===== config.mk =====
export PLATFORM = sky130hd
export DESIGN_NAME = histogram_frequency_ranker_core
export DESIGN_NICKNAME = d
export VERILOG_FILES = /design/src/rtl/core/hfr_pkg.sv /design/src/rtl/core/histogram_frequency_ranker_core.sv /design/src/rtl/core/hfr_ram.sv
export SDC_FILE = /design/constraint.sdc
export NUM_CORES = 2
export LEC_CHECK = 0
export BUFFER_PORTS_ARGS = -buffer_cell sky130_fd_sc_hd__buf_4
export CORE_MARGIN = 5
export CORE_UTILIZATION = 35
export CTS_CLUSTER_DIAMETER = 120
export DETAILED_ROUTE_END_ITERATION = 8
export PLACE_DENSITY = 0.46
export SYNTH_ARGS = -nofsm -noshare
export SYNTH_HDL_FRONTEND = slang
export SYNTH_SLANG_ARGS = --single-unit
export TNS_END_PERCENT = 20

===== constraint.sdc =====
create_clock -name clk -period 24.1 [get_ports clk]
set_clock_uncertainty 0.05 [all_clocks]
set_input_delay 0 -clock clk [delete_from_list [all_inputs] [get_ports clk]]
set_output_delay 0 -clock clk [all_outputs]
set_load 0.05 [all_outputs]

===== src/rtl/core/hfr_pkg.sv =====
`default_nettype none
package hfr_pkg;
  localparam int unsigned SECTIONS_DEF   = 4;
  localparam int unsigned MAX_VALUES_DEF = 64;
  localparam int unsigned COUNT_BITS_DEF = 16;
  localparam int unsigned MAX_RESULTS    = 64;

  localparam logic [2:0] ST_RECORDED = 3'd0;
  localparam logic [2:0] ST_OUTSIDE  = 3'd1;
  localparam logic [2:0] ST_RANGE    = 3'd2;
  localparam logic [2:0] ST_RANKED   = 3'd3;
  localparam logic [2:0] ST_EMPTY    = 3'd4;

  localparam logic [2:0] REG_MIN_LINE   = 3'd0;
  localparam logic [2:0] REG_MAX_LINE   = 3'd1;
  localparam logic [2:0] REG_UPPER_ON   = 3'd2;
  localparam logic [2:0] REG_DESCENDING = 3'd3;
  localparam logic [2:0] REG_VALUE_CNT  = 3'd4;

  typedef enum logic [3:0] {
    S_CLEAR,
    S_IDLE,
    S_REC_RD,
    S_REC_WR,
    S_SCAN_ISSUE,
    S_SCAN,
    S_SCAN_LAST,
    S_EMIT,
    S_DONE
  } hfr_state_t;

  // Outputs of the control sequencer.
  typedef struct packed {
    logic       out_valid;
    logic [2:0] status;
    logic       last;
  } hfr_out_ctl_t;
endpackage
`default_nettype wire


===== src/rtl/core/histogram_frequency_ranker_core.sv =====
`default_nettype none
// Per-section histogram with a ranked readout. The counters live in one
// SECTIONS*MAX_VALUES-entry RAM, which is swept clear after reset before
// start is honored. A counted record passes through the read, modify and
// write, and result states and gives one result; a record outside the window
// or out of range, and an empty query, go straight to the result state.
// A query selects one rank per full walk of the section through the RAM read
// port; the walk runs start+n times, where start = block_index*block_size and
// n the entries emitted, and only the last n walks give a result. The
// receiver cannot stall: each result sits on the out_ ports for one cycle
// with out_valid high, and busy stays high until the last one has gone out.
module histogram_frequency_ranker_core
  import hfr_pkg::*;
#(
  parameter int unsigned SECTIONS   = SECTIONS_DEF,
  parameter int unsigned MAX_VALUES = MAX_VALUES_DEF,
  parameter int unsigned COUNT_BITS = COUNT_BITS_DEF
) (
  input  wire logic        clk,
  input  wire logic        rst_n,
  input  wire logic        start,
  output logic             busy,
  input  wire logic        in_op,
  input  wire logic [1:0]  in_section,
  input  wire logic [15:0] in_line,
  input  wire logic [6:0]  in_number,
  input  wire logic [6:0]  in_count,
  input  wire logic [6:0]  in_block_index,
  input  wire logic [6:0]  in_block_size,
  input  wire logic        cfg_valid,
  output logic             cfg_ready,
  input  wire logic [2:0]  cfg_index,
  input  wire logic [15:0] cfg_data,
  output logic             out_valid,
  output logic [2:0]       out_status,
  output logic [6:0]       out_ranked_number,
  output logic [15:0]      out_hits,
  output logic             out_last
);
  localparam int unsigned SB  = (SECTIONS > 1) ? $clog2(SECTIONS) : 1;
  localparam int unsigned VB  = $clog2(MAX_VALUES);
  localparam int unsigned VCB = $clog2(MAX_VALUES + 1);
  localparam int unsigned AB  = $clog2(SECTIONS * MAX_VALUES);
  localparam int unsigned DEPTH = SECTIONS * MAX_VALUES;
  localparam logic [COUNT_BITS-1:0] CMAX = {COUNT_BITS{1'b1}};

  hfr_state_t state_r, state_nxt;
  hfr_out_ctl_t octl;

  logic [15:0] min_line_r, max_line_r;
  logic        upper_on_r, desc_r;
  logic [6:0]  value_count_r;

  logic [AB-1:0]   clr_addr_r;
  logic [SB-1:0]   sec_r;
  logic [VB-1:0]   idx_r;       // number index of the word in flight
  logic [VB-1:0]   scan_r;      // read pointer of the walk
  logic [VCB-1:0]  vc_r;
  logic [7:0]      rank_r, start_r, end_r;
  logic [MAX_VALUES-1:0] emitted_r;
  logic            best_ok_r;
  logic [VB-1:0]   best_idx_r;
  logic [COUNT_BITS-1:0] best_cnt_r;
  logic [2:0]      res_status_r;
  logic [COUNT_BITS-1:0] res_hits_r;

  logic                  we;
  logic [AB-1:0]         waddr, raddr;
  logic [COUNT_BITS-1:0] wdata, rdata;

  hfr_ram #(.WIDTH(COUNT_BITS), .DEPTH(DEPTH)) u_cnt (
    .clk(clk), .we(we), .waddr(waddr), .wdata(wdata), .raddr(raddr), .rdata(rdata)
  );

  // Input decode.
  logic [31:0]    sec_mod;
  logic [SB-1:0]  in_sec;
  logic [VCB-1:0] vc_live;
  logic [6:0]     num1;
  logic [13:0]    start_full;
  logic [7:0]     n_raw, n_sel;
  logic           in_window, q_empty;
  always_comb begin
    // The section field is two bits wide, so three compare-and-subtract
    // steps are enough to reduce it modulo SECTIONS.
    sec_mod = 32'(in_section);
    for (int i = 0; i < 3; i++) begin
      if (sec_mod >= SECTIONS) sec_mod = sec_mod - SECTIONS;
    end
    in_sec = SB'(sec_mod);
    if (value_count_r == 7'd0) vc_live = VCB'(1);
    else if (32'(value_count_r) > MAX_VALUES) vc_live = VCB'(MAX_VALUES);
    else vc_live = VCB'(value_count_r);
    num1 = (in_number == 7'd0) ? 7'd1 : in_number;
    in_window = !(in_line < min_line_r || (upper_on_r && in_line > max_line_r));
    start_full = 14'(in_block_index * in_block_size);
    q_empty = (32'(start_full) >= 32'(vc_live)) || (in_count == 7'd0);
    n_raw = 8'(32'(vc_live) - 32'(start_full));
    n_sel = (8'(in_count) < n_raw) ? 8'(in_count) : n_raw;
    if (32'(n_sel) > MAX_RESULTS) n_sel = 8'(MAX_RESULTS);
  end

  logic accept;
  assign accept = start && !busy;
  assign busy = (state_r != S_IDLE);
  assign cfg_ready = 1'b1;

  // Candidate comparison for the walk.
  logic [VB-1:0] cand_idx;
  logic cand_better;
  always_comb begin
    cand_idx = idx_r;
    if (emitted_r[cand_idx]) cand_better = 1'b0;
    else if (!best_ok_r) cand_better = 1'b1;
    else if (rdata != best_cnt_r)
      cand_better = desc_r ? (rdata > best_cnt_r) : (rdata < best_cnt_r);
    else cand_better = 1'b0;  // later index never wins a tie
  end

  logic scan_end;
  assign scan_end = (32'(scan_r) + 1 >= 32'(vc_r));

  always_comb begin
    state_nxt = state_r;
    case (state_r)
      S_CLEAR:      if (32'(clr_addr_r) == DEPTH - 1) state_nxt = S_IDLE;
      S_IDLE: begin
        if (accept) begin
          if (!in_op) begin
            state_nxt = (in_window && 32'(num1) <= 32'(vc_live)) ? S_REC_RD : S_DONE;
          end else begin
            state_nxt = q_empty ? S_DONE : S_SCAN_ISSUE;
          end
        end
      end
      S_REC_RD:     state_nxt = S_REC_WR;
      S_REC_WR:     state_nxt = S_DONE;
      S_SCAN_ISSUE: state_nxt = scan_end ? S_SCAN_LAST : S_SCAN;
      S_SCAN:       state_nxt = scan_end ? S_SCAN_LAST : S_SCAN;
      S_SCAN_LAST:  state_nxt = S_EMIT;
      S_EMIT:       state_nxt = (rank_r + 8'd1 == end_r) ? S_IDLE : S_SCAN_ISSUE;
      S_DONE:       state_nxt = S_IDLE;
      default:      state_nxt = S_IDLE;
    endcase
  end

  always_comb begin
    octl = '0;
    case (state_r)
      S_DONE: begin
        octl.out_valid = 1'b1;
        octl.status = res_status_r;
        octl.last = 1'b1;
      end
      S_EMIT: begin
        octl.out_valid = (rank_r >= start_r);
        octl.status = ST_RANKED;
        octl.last = (rank_r + 8'd1 == end_r);
      end
      default: octl = '0;
    endcase
  end

  // RAM ports.
  always_comb begin
    we = 1'b0;
    waddr = clr_addr_r;
    wdata = '0;
    raddr = AB'({32'(sec_r) * MAX_VALUES + 32'(scan_r)});
    if (state_r == S_CLEAR) begin
      we = 1'b1;
    end else if (state_r == S_REC_WR) begin
      we = 1'b1;
      waddr = AB'(32'(sec_r) * MAX_VALUES + 32'(idx_r));
      wdata = (rdata == CMAX) ? rdata : rdata + COUNT_BITS'(1);
    end
    if (state_r == S_IDLE) begin
      raddr = AB'(32'(in_sec) * MAX_VALUES + 32'(num1) - 1);
    end else if (state_r == S_REC_RD) begin
      // Keep the counter word on the read port for the write-back cycle.
      raddr = AB'(32'(sec_r) * MAX_VALUES + 32'(idx_r));
    end
  end

  always_ff @(posedge clk) begin
    if (!rst_n) begin
      state_r <= S_CLEAR;
      clr_addr_r <= '0;
      min_line_r <= 16'd0;
      max_line_r <= 16'hFFFF;
      upper_on_r <= 1'b0;
      desc_r <= 1'b0;
      value_count_r <= 7'd64;
      emitted_r <= '0;
      best_ok_r <= 1'b0;
    end else begin
      state_r <= state_nxt;
      if (state_r == S_CLEAR) clr_addr_r <= clr_addr_r + AB'(1);
      if (cfg_valid && cfg_ready) begin
        case (cfg_index)
          REG_MIN_LINE:   min_line_r <= cfg_data;
          REG_MAX_LINE:   max_line_r <= cfg_data;
          REG_UPPER_ON:   upper_on_r <= cfg_data[0];
          REG_DESCENDING: desc_r <= cfg_data[0];
          REG_VALUE_CNT:  value_count_r <= cfg_data[6:0];
          default: ;
        endcase
      end
      if (accept) emitted_r <= '0;
      case (state_r)
        S_SCAN_ISSUE: best_ok_r <= 1'b0;
        S_SCAN, S_SCAN_LAST: if (cand_better) best_ok_r <= 1'b1;
        S_EMIT: emitted_r[best_idx_r] <= 1'b1;
        default: ;
      endcase
    end
  end

  // Datapath registers.
  always_ff @(posedge clk) begin
    if (accept) begin
      sec_r <= in_sec;
      idx_r <= VB'(num1 - 7'd1);
      vc_r <= vc_live;
      rank_r <= 8'd0;
      start_r <= 8'(start_full);
      end_r <= 8'(start_full) + n_sel;
      if (!in_op) res_status_r <= !in_window ? ST_OUTSIDE :
                                  (32'(num1) > 32'(vc_live)) ? ST_RANGE : ST_RECORDED;
      else res_status_r <= ST_EMPTY;
      res_hits_r <= '0;
    end
    case (state_r)
      S_REC_WR: res_hits_r <= (rdata == CMAX) ? rdata : rdata + COUNT_BITS'(1);
      S_SCAN_ISSUE: begin
        idx_r <= '0;
        scan_r <= scan_end ? scan_r : scan_r + VB'(1);
      end
      S_SCAN, S_SCAN_LAST: begin
        if (cand_better) begin
          best_idx_r <= cand_idx;
          best_cnt_r <= rdata;
        end
        idx_r <= idx_r + VB'(1);
        if (!scan_end) scan_r <= scan_r + VB'(1);
      end
      S_EMIT: begin
        rank_r <= rank_r + 8'd1;
        scan_r <= '0;
      end
      default: ;
    endcase
    if (state_r == S_IDLE) scan_r <= '0;
  end

  always_comb begin
    out_valid = octl.out_valid;
    out_status = octl.status;
    out_last = octl.last;
    out_ranked_number = (state_r == S_EMIT) ? 7'(32'(best_idx_r) + 1) : 7'd0;
    out_hits = (state_r == S_EMIT) ? 16'(best_cnt_r) : 16'(res_hits_r);
  end

  a_last_ends: assert property (@(posedge clk) disable iff (!rst_n)
    out_valid && out_last |=> !busy)
    else $error("busy after last result");
  a_no_accept_busy: assert property (@(posedge clk) disable iff (!rst_n)
    $past(start) && $past(busy) && busy |-> !out_valid || busy)
    else $error("state error");
  a_emit_found: assert property (@(posedge clk) disable iff (!rst_n)
    state_r == S_EMIT |-> best_ok_r)
    else $error("walk found no candidate");
endmodule
`default_nettype wire


===== src/rtl/core/hfr_ram.sv =====
`default_nettype none
module hfr_ram #(
  parameter int unsigned WIDTH = 16,
  parameter int unsigned DEPTH = 256
) (
  input  wire logic                     clk,
  input  wire logic                     we,
  input  wire logic [$clog2(DEPTH)-1:0] waddr,
  input  wire logic [WIDTH-1:0]         wdata,
  input  wire logic [$clog2(DEPTH)-1:0] raddr,
  output logic      [WIDTH-1:0]         rdata
);
  logic [WIDTH-1:0] mem [DEPTH];

  always_ff @(posedge clk) begin
    if (we) begin
      mem[waddr] <= wdata;
    end
    rdata <= mem[raddr];
  end
endmodule
`default_nettype wire


Yosys cells after proc, flatten, opt, wreduce, memory -nomap -nowiden
Memory sizes are Yosys's and may differ from the RTL's. A register that Yosys moved wholly into a read port is not among the register bits.
Cells that the tools add are included.
Storage, ports and cells
  memories kept: 1
  logic and storage cells: 155
  RAM bits: 4096
  register bits after elaboration: 204
Cells by class
  reductions and logical operators: 31
  bitwise operators: 1
  multiply operators: 1
  order comparisons: 15
  $add $sub $neg: 14
  multiplexer cells: 50
  equality and inequality tests: 21
Memory list
  u_cnt.mem: depth 256, bits a word 16, rd ports 1, clocked after Yosys merged registers in 1, wr ports 1, RTL line hfr_ram.sv:13  | logic [WIDTH-1:0] mem [DEPTH];
Operators with widths (number)
  $mux W64: 3
  $mux W16: 6
  $mux W8: 8
  $or A64 B64 Y64: 1
  $gt A16 B16 Y1: 2
  $lt A16 B16 Y1: 2
  $mux W7: 4
  $pmux W4 S7: 1
  $pmux W6 S2: 2
  $logic_not A7 Y1: 3
  $mux W4: 5
  $reduce_and A2 Y1: 9
  $add A16 B1 Y16 const B: 1
  $add A8 B1 Y8 const B: 2
  $add A8 B6 Y8: 2
  $eq A16 B16 Y1 const B: 1
  $eq A4 B3 Y1 const B: 4
  $ne A16 B16 Y1: 1
  $add A6 B1 Y7 const B: 2
  $ge A14 B7 Y1: 1
  $lt A6 B7 Y1 const B: 2
  $mul A7 B7 Y14: 1
  $add A6 B1 Y6 const B: 2
  $mux W1: 12
  other kinds (39): 56

Depth between registers and ports, before layout
  word-level depth: 9
  gate-level depth with buffers: 36
  depth with buffers taken out: 35

By module
Synthesis repeated with hierarchy kept, for this count alone.
Second synthesis, totals
  cell total of the unflattened synthesis: 8881
  area total of the unflattened synthesis: 172518.0 sq um
Modules (own cells, without submodules)
  hfr_ram: cells an instance 7360, area an instance 158714.7 sq um, seq. area each 123318.3 sq um, times used 1
  histogram_frequency_ranker_core: cells an instance 1521, area an instance 13803.2 sq um, seq. area each 4884.7 sq um, times used 1

Worst setup path before layout
No wires, ideal clock.
  path type: register -> register
  start point: register state_r[1]
  end point: memory u_cnt.mem[0][14] (data pin)
  path buffers: 4
  data arrival time: 11.100 ns
  setup time: 2.100 ns
  period minus slack after synthesis: 13.251 ns
  setup slack: 10.849 ns
  cell stages (with the launch flop): 8
  data required time: 21.950 ns
  cells stage by stage: dfxtp_1 -> buf_2 -> inv_1 -> or3_1 -> clkbuf_1 -> clkbuf_1 -> buf_1 -> nor3_1
On the way
  word-level cells in the longest chain between the ends: 3
  elaborated cells between the ends (all ways): 4
  classes of those cells: eq/ne (1); mux (2); reduce/logical (1)
Ends and longest elaborated chain
  start: declaration: RTL line histogram_frequency_ranker_core.sv:47  | hfr_state_t state_r, state_nxt;
  start signal: assignment: RTL line histogram_frequency_ranker_core.sv:197  | state_r <= state_nxt;
  $eq A4 B2 Y1: RTL line histogram_frequency_ranker_core.sv:172  | end else if (state_r == S_REC_WR) begin
  $mux W16: RTL line histogram_frequency_ranker_core.sv:172
  $mux W16 *: RTL line histogram_frequency_ranker_core.sv:170  | if (state_r == S_CLEAR) begin
  via u_cnt.wdata[14]: RTL line hfr_ram.sv:9  | input wire logic [WIDTH-1:0] wdata,
  end: declaration: RTL line hfr_ram.sv:13
The timed path passes the listed nets; every way through them passes the cells marked *.

Worst setup path after layout
  start point: register state_r[1]
  end point: register u_cnt.rdata[13] (read register of u_cnt.mem)
On the way
  word-level cells in the longest chain between the ends: 3
  elaborated cells between the ends (all ways): 4
  classes of those cells: eq/ne (2); mux (2)
Ends and longest elaborated chain
  $eq A4 B2 Y1: RTL line histogram_frequency_ranker_core.sv:179  | end else if (state_r == S_REC_RD) begin
  $mux W8: RTL line histogram_frequency_ranker_core.sv:179
  $mux W8 *: RTL line histogram_frequency_ranker_core.sv:177  | if (state_r == S_IDLE) begin
  end: declaration: RTL line hfr_ram.sv:11  | output logic [WIDTH-1:0] rdata
Mark *: on every way between the ends. The rest lies on a longest branch, timed or not.
A chain may end at the register's enable or synchronous reset.

==> run metrics <==
outcome finished clean; Final Setup Violations 0; Synth Flop Type edfxtp_1; placed cell count 20.57k; # fillers 47.77k; GRT Total Usage 23.45%; Syn Nets 14.47k; gr ovfl total 0; Post-Syn Area 177,900 um2; Initial Utilization 35.16%; mux contribution to synthesized area 1.045%; area fraction of the dominant cell type after synthesis 70.50%; Distinct cells, synth 79; Max VDD drop 0.00006275 V; pwr dens 79.63 nW/um2; final hold vios 0; Die W 722.9 um; Via density 5.527; cell taking the most area after synthesis edfxtp_1; non-filler cells, final 21.58k; Syn. warnings 0; share of cells above drive strength 1 10.21%; CP startpoint kind flop; clock slew at reported path FFs 0.07 ns; drt total wl 632,800 um; post-synthesis simple-gate area fraction 17.79%; Sink Count 4,316; required time of the critical path 24.99 ns; cts repair resizes 0; Crit Path Max Fanout 138; Post-CTS Setup Bufs 0; CTS buffer count 463; Setup TNS Final 0 ns; Final ANT Viol Nets 0; RSZ-0062 raised after global routing no; root buffer cell clkbuf_16; core area 505,800 um2; most frequent cells in the layout 4,176 x edfxtp_1, 3,916 x nand2_1, 2,685 x nand3_1; Syn Inst Count 14.23k; area growth from synthesis to layout 14.59%; number of flops mapped to enable cells by yosys 4,176; crit path time final 8.604 ns; first-pass GRT wire length 888,000 um; CTS tree built; IO Count 100; max-slew violations 0; achievable frequency 116.2 MHz; vias in the first global route 112.2k; Final nets 14.71k; Rel. slew slack 3.944%; Die Y-Extent 722.9 um; Synth Register Bits 4,316; largest family of logic cells by synthesized area simple AND/OR/NAND/NOR gates; H-Tree Level Count 5; DP HPWL 363,200 um; DRT iter0 DRCs 13.48k; syn_area_per_cell 12.50 um2; P_leak 68.30 nW; CP arrival 9.50 ns; Clock Path Buffers 4; sequential area share after synthesis 72.08%; antenna violations before repair 48; Synth Area in XOR/XNOR 0.3672%; drt wl/cell 29.33 um; PortBufs 98; First-pass DRT Iterations 6; Worst Tran Pin Value 1.423 ns; largest net degree at the start of global routing 171; synth top area cells edfxtp_1 71%, nand2_1 8.3%, nand3_1 7.6%; clk_lat worst skew 1.07 ns; Crit Path Category flop to flop; fin crit share 35.70%; gp weighted congestion 0.8391; Final Util 40.29%; die area 522,500 um2; max-cap violations 0; Hold Path Class input port to flop; area post-placement 188,100 um2; Synth Area in Compound Gates 4.748%; DR DRC count 0; Site Rows 261; Async S/R FF share, synth 0%; Post-Synth Adder-Cell Area 1.320%; design area 203,800 um2; Crit. End Element flop; routed via count 119.3k; most common cell after layout, fill and taps aside edfxtp_1
cell type report:
| cell class | count | area (um2) | area share [%] |
|---|---|---|---|
| diodes | 15 | 37.54 | 0.01842 |
| multi-input cells | 8791 | 45880 | 22.51 |
| inverters | 139 | 521.8 | 0.2560 |
| clock inverters | 260 | 2076 | 1.018 |
| well taps | 6706 | 8391 | 4.117 |
| clock buffers | 595 | 12290 | 6.029 |
| repair buffers | 755 | 6424 | 3.152 |
| flip-flops and latches | 4316 | 128200 | 62.90 |
worst max-delay path: stages, from the launching register on:
cell,delay [ns]
dfxtp_1,0.76
nor4b_4,0.69
mux2i_4,0.35
o21a_4,0.58
buf_4,0.70
buf_12,0.58
buf_4,0.73
buf_12,0.52
buf_4,0.76
nand2_1,0.13
nand3_1,0.11
nand3_1,0.26
nand3_1,0.24
a21oi_1,0.16
nor4_1,1.08
o311a_1,0.32
logic make-up (layout without fill, tap and decap cells):
kind of cell	after synthesis	after routing
simple gates	7337	7337
flops	4316	4316
buf+inv	1125	1749
compound gates	1098	1098
fa+ha+maj	172	172
mux	110	110
xor+xnor	73	73
other cells	1	16
metal layers:
| layer | wire length, um | vias up | part of all wire, % | GRT usage, % |
|---|---|---|---|---|
| met2 | 290400 | 4566 | 46 | 37.11 |
| met5 | 54 | - | 0.0085 | 0 |
| met3 | 46440 | 812 | 7.3 | 3.336 |
| met1 | 275900 | 61310 | 44 | 33.65 |
| li1 | - | 52560 | - | - |
| met4 | 20070 | 8 | 3.2 | 6.668 |
flip-flops by register name (all words and copies together) (netlist names), 16 cells and up:
| register | cells |
|---|---|
| min_line_r | 16 |
| best_cnt_r | 16 |
| emitted_r | 64 |
| max_line_r | 16 |
| u_cnt.rdata | 16 |
| u_cnt.mem | 4096 |
| res_hits_r | 16 |
report_power, final:
group,total [mW],switching [mW],internal (mW)
sequential,8.15,0.0251,8.13
combinational,1.21,0.814,0.396
clock,6.87,3.07,3.80
timing repair:
action                                  in CTS  in global routing
endpoints found under the setup margin       0                  0
hold buffers                               133                  0
endpoints found under the hold margin      145                  0
through the flow:
step                hold WS, ns  setup WS (ns)  total power [mW]
detailed placement       0.1459          15.70             9.480
floorplan               0.04887          10.85             9.038
finish                  0.08643          15.50             16.23
CTS                     0.01399          15.70             16.36
global placement         0.1487          15.72             9.480
global route            0.08281          15.13             16.76
Yosys cell counts (all sizes together), types with 12 or more instances:
library cell / instances
nand4: 47
nand2: 3935
o21ai: 71
and2: 32
ha: 146
mux4: 60
dfxtp: 140
fa: 26
a311oi: 300
inv: 138
nand3b: 16
a211oi: 120
buf: 527
a21o: 35
nor2: 454
xor2: 41
o211a: 104
a21oi: 113
edfxtp: 4176
xnor2: 31
nor3: 27
nand3: 2686
o21a: 20
a32oi: 22
nor2b: 17
a31oi: 104
mux2i: 44
a22oi: 67
clkbuf: 459
nand2b: 24
and3: 45
nor4: 12
o211ai: 26
o22ai: 20
or3: 14
final timing paths:
check / slack, ns / endpoint / cells after the start / from
max: 15.50 / u_cnt.rdata[13] / 15 / state_r[1]
min: 0.09 / value_count_r[5] / 4 / rst_n
max reg2reg: 15.50 / u_cnt.rdata[13] / 15 / state_r[1]
min reg2reg: 0.41 / min_line_r[10] / 2 / min_line_r[10]
Power figures use the tool's default switching activity.
